### src/hw/rtl/ptku_div.sv
`default_nettype none

// Pipelined restoring divider, one quotient bit per stage.
// Expects num < den * 2**Q_W.
module ptku_div #(
    parameter int NUM_W = 48,
    parameter int DEN_W = 24,
    parameter int Q_W   = 24
) (
    input  wire logic             aclk,
    input  wire logic [Q_W-1:0]   en,
    input  wire logic [NUM_W-1:0] num,
    input  wire logic [DEN_W-1:0] den,
    output logic      [Q_W-1:0]   quo
);

    logic [DEN_W-1:0] rem_reg [Q_W];
    logic [Q_W-1:0]   lq_reg  [Q_W];
    logic [DEN_W-1:0] den_reg [Q_W];

    logic [DEN_W-1:0] rem_in [Q_W];
    logic [Q_W-1:0]   lq_in  [Q_W];
    logic [DEN_W-1:0] den_in [Q_W];
    logic [DEN_W-1:0] rem_next [Q_W];
    logic [Q_W-1:0]   lq_next  [Q_W];

    always_comb begin
        rem_in[0] = DEN_W'(num[NUM_W-1:Q_W]);
        lq_in[0]  = num[Q_W-1:0];
        den_in[0] = den;
        for (int j = 1; j < Q_W; j++) begin
            rem_in[j] = rem_reg[j-1];
            lq_in[j]  = lq_reg[j-1];
            den_in[j] = den_reg[j-1];
        end
    end

    // Shift in the next numerator bit, subtract when it fits
    always_comb begin
        for (int j = 0; j < Q_W; j++) begin
            logic [DEN_W:0] trial;
            logic           fits;
            trial = {rem_in[j], lq_in[j][Q_W-1]};
            fits  = trial >= {1'b0, den_in[j]};
            rem_next[j] = fits ? DEN_W'(trial - {1'b0, den_in[j]}) : DEN_W'(trial);
            lq_next[j]  = {lq_in[j][Q_W-2:0], fits};
        end
    end

    always_ff @(posedge aclk) begin
        for (int j = 0; j < Q_W; j++) begin
            if (en[j]) begin
                rem_reg[j] <= rem_next[j];
                lq_reg[j]  <= lq_next[j];
                den_reg[j] <= den_in[j];
            end
        end
    end

    assign quo = lq_reg[Q_W-1];

endmodule

`default_nettype wire
### config.mk
export PLATFORM = sky130hd
export DESIGN_NAME = ptku_div
export DESIGN_NICKNAME = d
export VERILOG_FILES = /design/src/hw/rtl/ptku_div.sv
export SDC_FILE = /design/constraint.sdc
export NUM_CORES = 2
export LEC_CHECK = 0
export BUFFER_PORTS_ARGS = -buffer_cell sky130_fd_sc_hd__buf_2
export CAP_MARGIN = 20
export CORE_MARGIN = 10
export CORE_UTILIZATION = 30
export DETAILED_ROUTE_END_ITERATION = 8
export HOLD_SLACK_MARGIN = 0.12
export SYNTH_ARGS = -nofsm -noshare
export SYNTH_HDL_FRONTEND = slang
export SYNTH_SLANG_ARGS = --single-unit
### constraint.sdc
create_clock -name aclk -period 3.9 [get_ports aclk]
set_clock_uncertainty 0.2 [all_clocks]
set_input_delay 0.585 -clock aclk [delete_from_list [all_inputs] [get_ports aclk]]
set_output_delay 0.585 -clock aclk [all_outputs]
set_load 0.02 [all_outputs]
== Word-level counts from Yosys, hierarchy flattened ==
Memory sizes are Yosys's and may differ from the RTL's.
Cells that the tools add are included.
W data, S select, Z words.
Storage, ports and cells
  flip-flop bits (word level): 0
  bits in latches: 0
  RAM bits: 1728
  bits in read-only memories: 0
  input bits: 97
  output and inout port bits: 24
  word-level logic and storage cells: 123
  memories: 3
Memories
  den_reg: depth 24, width 24, rd ports 23, clocked after memory_dff 0, write ports 24, RTL line 19  | logic [DEN_W-1:0] den_reg [Q_W];
  lq_reg: depth 24, width 24, rd ports 24, clocked after memory_dff 0, write ports 24, RTL line 18  | logic [Q_W-1:0] lq_reg [Q_W];
  rem_reg: depth 24, width 24, rd ports 23, clocked after memory_dff 0, write ports 24, RTL line 17  | logic [DEN_W-1:0] rem_reg [Q_W];
Operators by class
  add/sub/neg operators: 24
  multiply operators: 0
  div/mod/pow operators: 0
  $lt $le $gt $ge: 24
  eq/ne operators: 0
  shift-type cells: 0
  multiplexer cells: 72
  bitwise logic cells: 0
  reductions and logical operators: 0
Operators with widths (count)
  $ge A25 B24 Y1: 24
  $mux W24: 24
  $sub A24 B24 Y24: 24
  $mux W1: 48

== Logic depth before layout (Yosys ltp) ==
  depth after elaboration: 2
  depth in mapped cells: 14
  depth with buffers taken out: 13

== Worst setup path before layout ==
No wires, ideal clock.
  kind: input -> register
  start point: input port den[8]
  end point: memory rem_reg[0][16], data pin
  library setup time: 0.260 ns
  arrival time: 3.134 ns
  data required time: 3.440 ns
  path slack: 0.306 ns
  cell stages on the path: 13
  buffers on the path: 1
  path through: inv_1 > ha_1 > a21oi_1 > o21ai_0 > nor3_1 > a21oi_1 > a31oi_2 > o31ai_1 > a21oi_1 > o21ai_1 > a211oi_4 > buf_4 > mux2_2
RTL lines
  start, declared: RTL line 13  | input wire logic [DEN_W-1:0] den,
  end, declared: RTL line 17

==> metrics.md <==
| Metric | Value |
|---|---|
| Total I/O pin count | 121 |
| Worst Tran Pin Value | 1.06 ns |
| Hpwl dp | 146000 um |
| CP Class | reg2reg |
| R2R depth | 9 |
| Die area | 303000 um2 |
| FILL cells | 27000 |
| Vias in the first global route | 53200 |
| Area Growth Syn to Fin | 16.0% |
| Synth Warn # | 0 |
| # clock sinks | 1680 |
| Post-synthesis cell area | 84600 um2 |
| Final hold violation count | 0 |
| Ys flop type | edfxtp_1 |
| Yosys reg bits | 1680 |
| Peak supply drop | 0.384 mV |
| Ys async rst share | 0% |
| H-tree Lvls | 4 |
| Min Tclk post-route | 3.81 ns |
| Count of final setup violators | 0 |
| Number of routed nets with antenna violations | 0 |
| Ratio of cells with drive above 1 in the final layout | 12.0% |
| DRC Markers | 0 |
| Longest Clk Path Bufs | 4 |
| Final net count | 7960 |
| FMAX | 263 MHz |
| R2r endpoint | rem_reg[2][88] |
| Die W | 551 um |
| Total Routed Length | 190000 um |
| Largest net degree at the start of global routing | 73 |
| Cells after synthesis | 6795 |
| Status | finished clean |
| Largest register FFs | 576 |
| Hold_ws | 0.169 ns |
| Skew-Pair Late Insertion Delay | 0.85 ns |
| Floorplan row count | 194 |
| Leak pwr | 38.7 nW |
| CP Capture Type | flip-flop |
| Initial core utilization | 30.2% |
| Detailed-router iteration count before antenna repair | 6 |
| Required @ worst endpoint | 4.26 ns |
| Overflow left after global routing | 0 |
| Worst hold start | en[12] |
| PwrDens | 803 nW/um2 |
| CTS Buf Count | 186 |
| CTS Root Cell | clkbuf_16 |
| Post-Place Cells | 10700 |
| Die Ht | 551 um |
| Final Wtd Congestion | 0.879 |
| Slew Viols, Final | 0 |
| Number of synthesized flops with an enable pin | 1680 |
| Max_slew headroom | 29.2% |
| R2R setup slack | 0.09 ns |
| Worst Setup Start Kind | flip-flop |
| Buffers on Ports | 120 |
| Yosys cell types | 91 |
| Max-Cap Viols | 0 |
| Drt wl/cell | 17.0 um |
| Setup TNS | 0 ns |
| Final setup margin | 0.0932 ns |
| Initial DRC Count | 3099 |
| Setup WS pre-CTS | -0.160 ns |
| Syn avg cell area | 12.4 um2 |
| R2R Path Start | rem_reg[2][61] |
| Clock transition at path regs | 0.06 ns |
| Vias per cell | 4.73 |
| Period utilization | 97.6% |
| Hold Path Class | in2reg |
| WHS Path Cells | 1 |
| Post-route insts no fill | 11100 |
| Crit-path max FO | 31 |
| DR vias | 52700 |
| TritonCTS clock tree | done |
| Core ar. | 280000 um2 |
| Worst hold endpoint | lq_reg[1][117] |
| Global-route wire length before repair | 294000 um |
| Total track usage | 12.0% |
| Post-Syn Nets | 7491 |
| Arrival @ worst endpoint | 4.17 ns |
| Initial antenna violation count | 7 |
| Register area share after synthesis | 59.7% |
## worst max-delay path, cell delays in order (launching register included)
cell	delay (ns)
edfxtp_1	0.41
ha_1	0.40
and3_2	0.24
nand2_1	0.08
or3_1	0.44
or4_4	0.59
a2111o_1	0.47
a21oi_4	0.15
buf_12	0.20
mux2_1	0.36
## cell families (layout without fill, tap and decap cells)
| group | after synthesis | in the layout | synth area share (%) |
|---|---|---|---|
| buffers and inverters | 836 | 1442 | 3.81 |
| muxes | 247 | 247 | 3.26 |
| xor gates and xnor gates | 434 | 434 | 4.50 |
| DFF | 1680 | 1680 | 59.7 |
| and+or+nand+nor | 1389 | 1389 | 7.73 |
| AOI/OAI and AO/OA | 1610 | 1610 | 12.0 |
| other | 0 | 2 | 0 |
| adders and majority gates | 599 | 599 | 9.07 |
## area by class of cell
cell class                      instances  area (um2)  area share, %
Timing Repair Buffer                  387        3160           3.23
Sequential cell                      1680       50400           51.4
Inverter                              730        2740           2.79
Clock inverter                        111        1130           1.15
Tap cell                             3724        4660           4.75
Multi-Input combinational cell       4279       31100           31.7
Antenna cell                            2        5.00        0.00510
Clock buffer                          214        4820           4.92
## stage by stage
step                cell area (um2)  total power [mW]  util, %
CTS                           97800              79.1     34.9
global route                  98100              84.1     35.1
detailed placement            91000              61.3     32.5
global placement              91000              60.7     32.5
finish                        98100              78.8     35.1
floorplan                     84600              52.0        -
## where the power goes
group,switching [mW],internal [mW],total [mW],leakage [nW]
registers,2.47,26.0,28.5,16.4
logic,18.0,15.1,33.1,19.4
clock network,7.14,10.1,17.2,2.86
total,27.6,51.2,78.8,38.7
## worst max path at each step
stage	start	endpoint	slack, ns
floorplan	den[8]	rem_reg[0][16]	0.31
global placement	rem_reg[0][8]	rem_reg[0][45]	-0.20
detailed placement	rem_reg[0][8]	rem_reg[0][30]	-0.16
CTS	den_reg[0][25]	rem_reg[0][51]	0.02
global route	rem_reg[0][0]	rem_reg[0][43]	-0.03
finish	rem_reg[2][61]	rem_reg[2][88]	0.09
## cells in the final DEF, fill, tap and decap left out, types with 43 or more instances in the layout
cell / Yosys / routed
inv_1: 728 / 728
nor2b_1: 80 / 80
o21bai_1: 43 / 43
nand2_1: 368 / 368
nor3_1: 84 / 84
mux2_2: 223 / 223
buf_4: 6 / 168
o21ai_0: 360 / 354
a21oi_1: 538 / 530
clkbuf_16: 0 / 190
dlygate4sd3_1: 0 / 84
ha_1: 576 / 574
a211oi_1: 49 / 46
nand2b_1: 85 / 85
xor2_1: 168 / 168
o21a_1: 72 / 70
nor2_1: 424 / 424
edfxtp_1: 1680 / 1680
xnor2_1: 266 / 266
buf_2: 37 / 109
nand4_1: 76 / 76
nand3_1: 108 / 108
a21o_1: 208 / 208
## cell usage after synthesis, types with 9 or more instances
master / n / share of area [%]
a211o_1: 17 / 0.18
o21a_1: 72 / 0.64
buf_2: 37 / 0.22
nand3_1: 108 / 0.64
or3_1: 37 / 0.27
a21boi_0: 32 / 0.28
ha_1: 576 / 8.5
nand4_1: 76 / 0.56
o211ai_1: 23 / 0.20
a21o_1: 208 / 1.8
o21ai_1: 10 / 0.059
o21ai_0: 360 / 2.1
a41oi_1: 12 / 0.12
nor3_1: 84 / 0.50
edfxtp_1: 1680 / 60
nor2b_1: 80 / 0.59
o21bai_1: 43 / 0.38
o2111ai_1: 11 / 0.11
inv_1: 728 / 3.2
and2_1: 11 / 0.081
o31a_1: 27 / 0.28
or2_2: 17 / 0.13
a2111oi_0: 10 / 0.10
mux2i_1: 20 / 0.24
a211oi_1: 49 / 0.44
and4_1: 11 / 0.11
a311oi_1: 9 / 0.093
mux2_2: 223 / 3.0
and3_1: 44 / 0.33
fa_1: 23 / 0.54
o31ai_1: 39 / 0.35
nand2b_1: 85 / 0.63
a21oi_1: 538 / 3.2
nand2_1: 368 / 1.6
nor4_1: 19 / 0.14
o41ai_1: 11 / 0.11
nor2_1: 424 / 1.9
a31o_2: 14 / 0.15
xor2_1: 168 / 1.7
xnor2_1: 266 / 2.8
clkbuf_1: 56 / 0.25
a31oi_1: 38 / 0.28
## timing repair
item                                    4_1_cts  5_1_grt
pin swaps                                     1        9
buffers inserted                              1       13
endpoints found under the hold margin       375        0
gates cloned                                  0        1
endpoints found under the setup margin       28      241
hold buffers                                 84        0
gates resized for setup                       2       48
## routing by layer
metal | vias up | global-route usage, % | routed length (um) | share of wire [%]
met5 | - | 0 | 0 | 0
met1 | 25300 | 14.2 | 78900 | 42
met4 | 0 | 3.67 | 5760 | 3.0
met3 | 339 | 1.80 | 7520 | 4.0
li1 | 26000 | - | - | -
met2 | 1125 | 22.3 | 97500 | 51
Power figures use the tool's default switching activity.
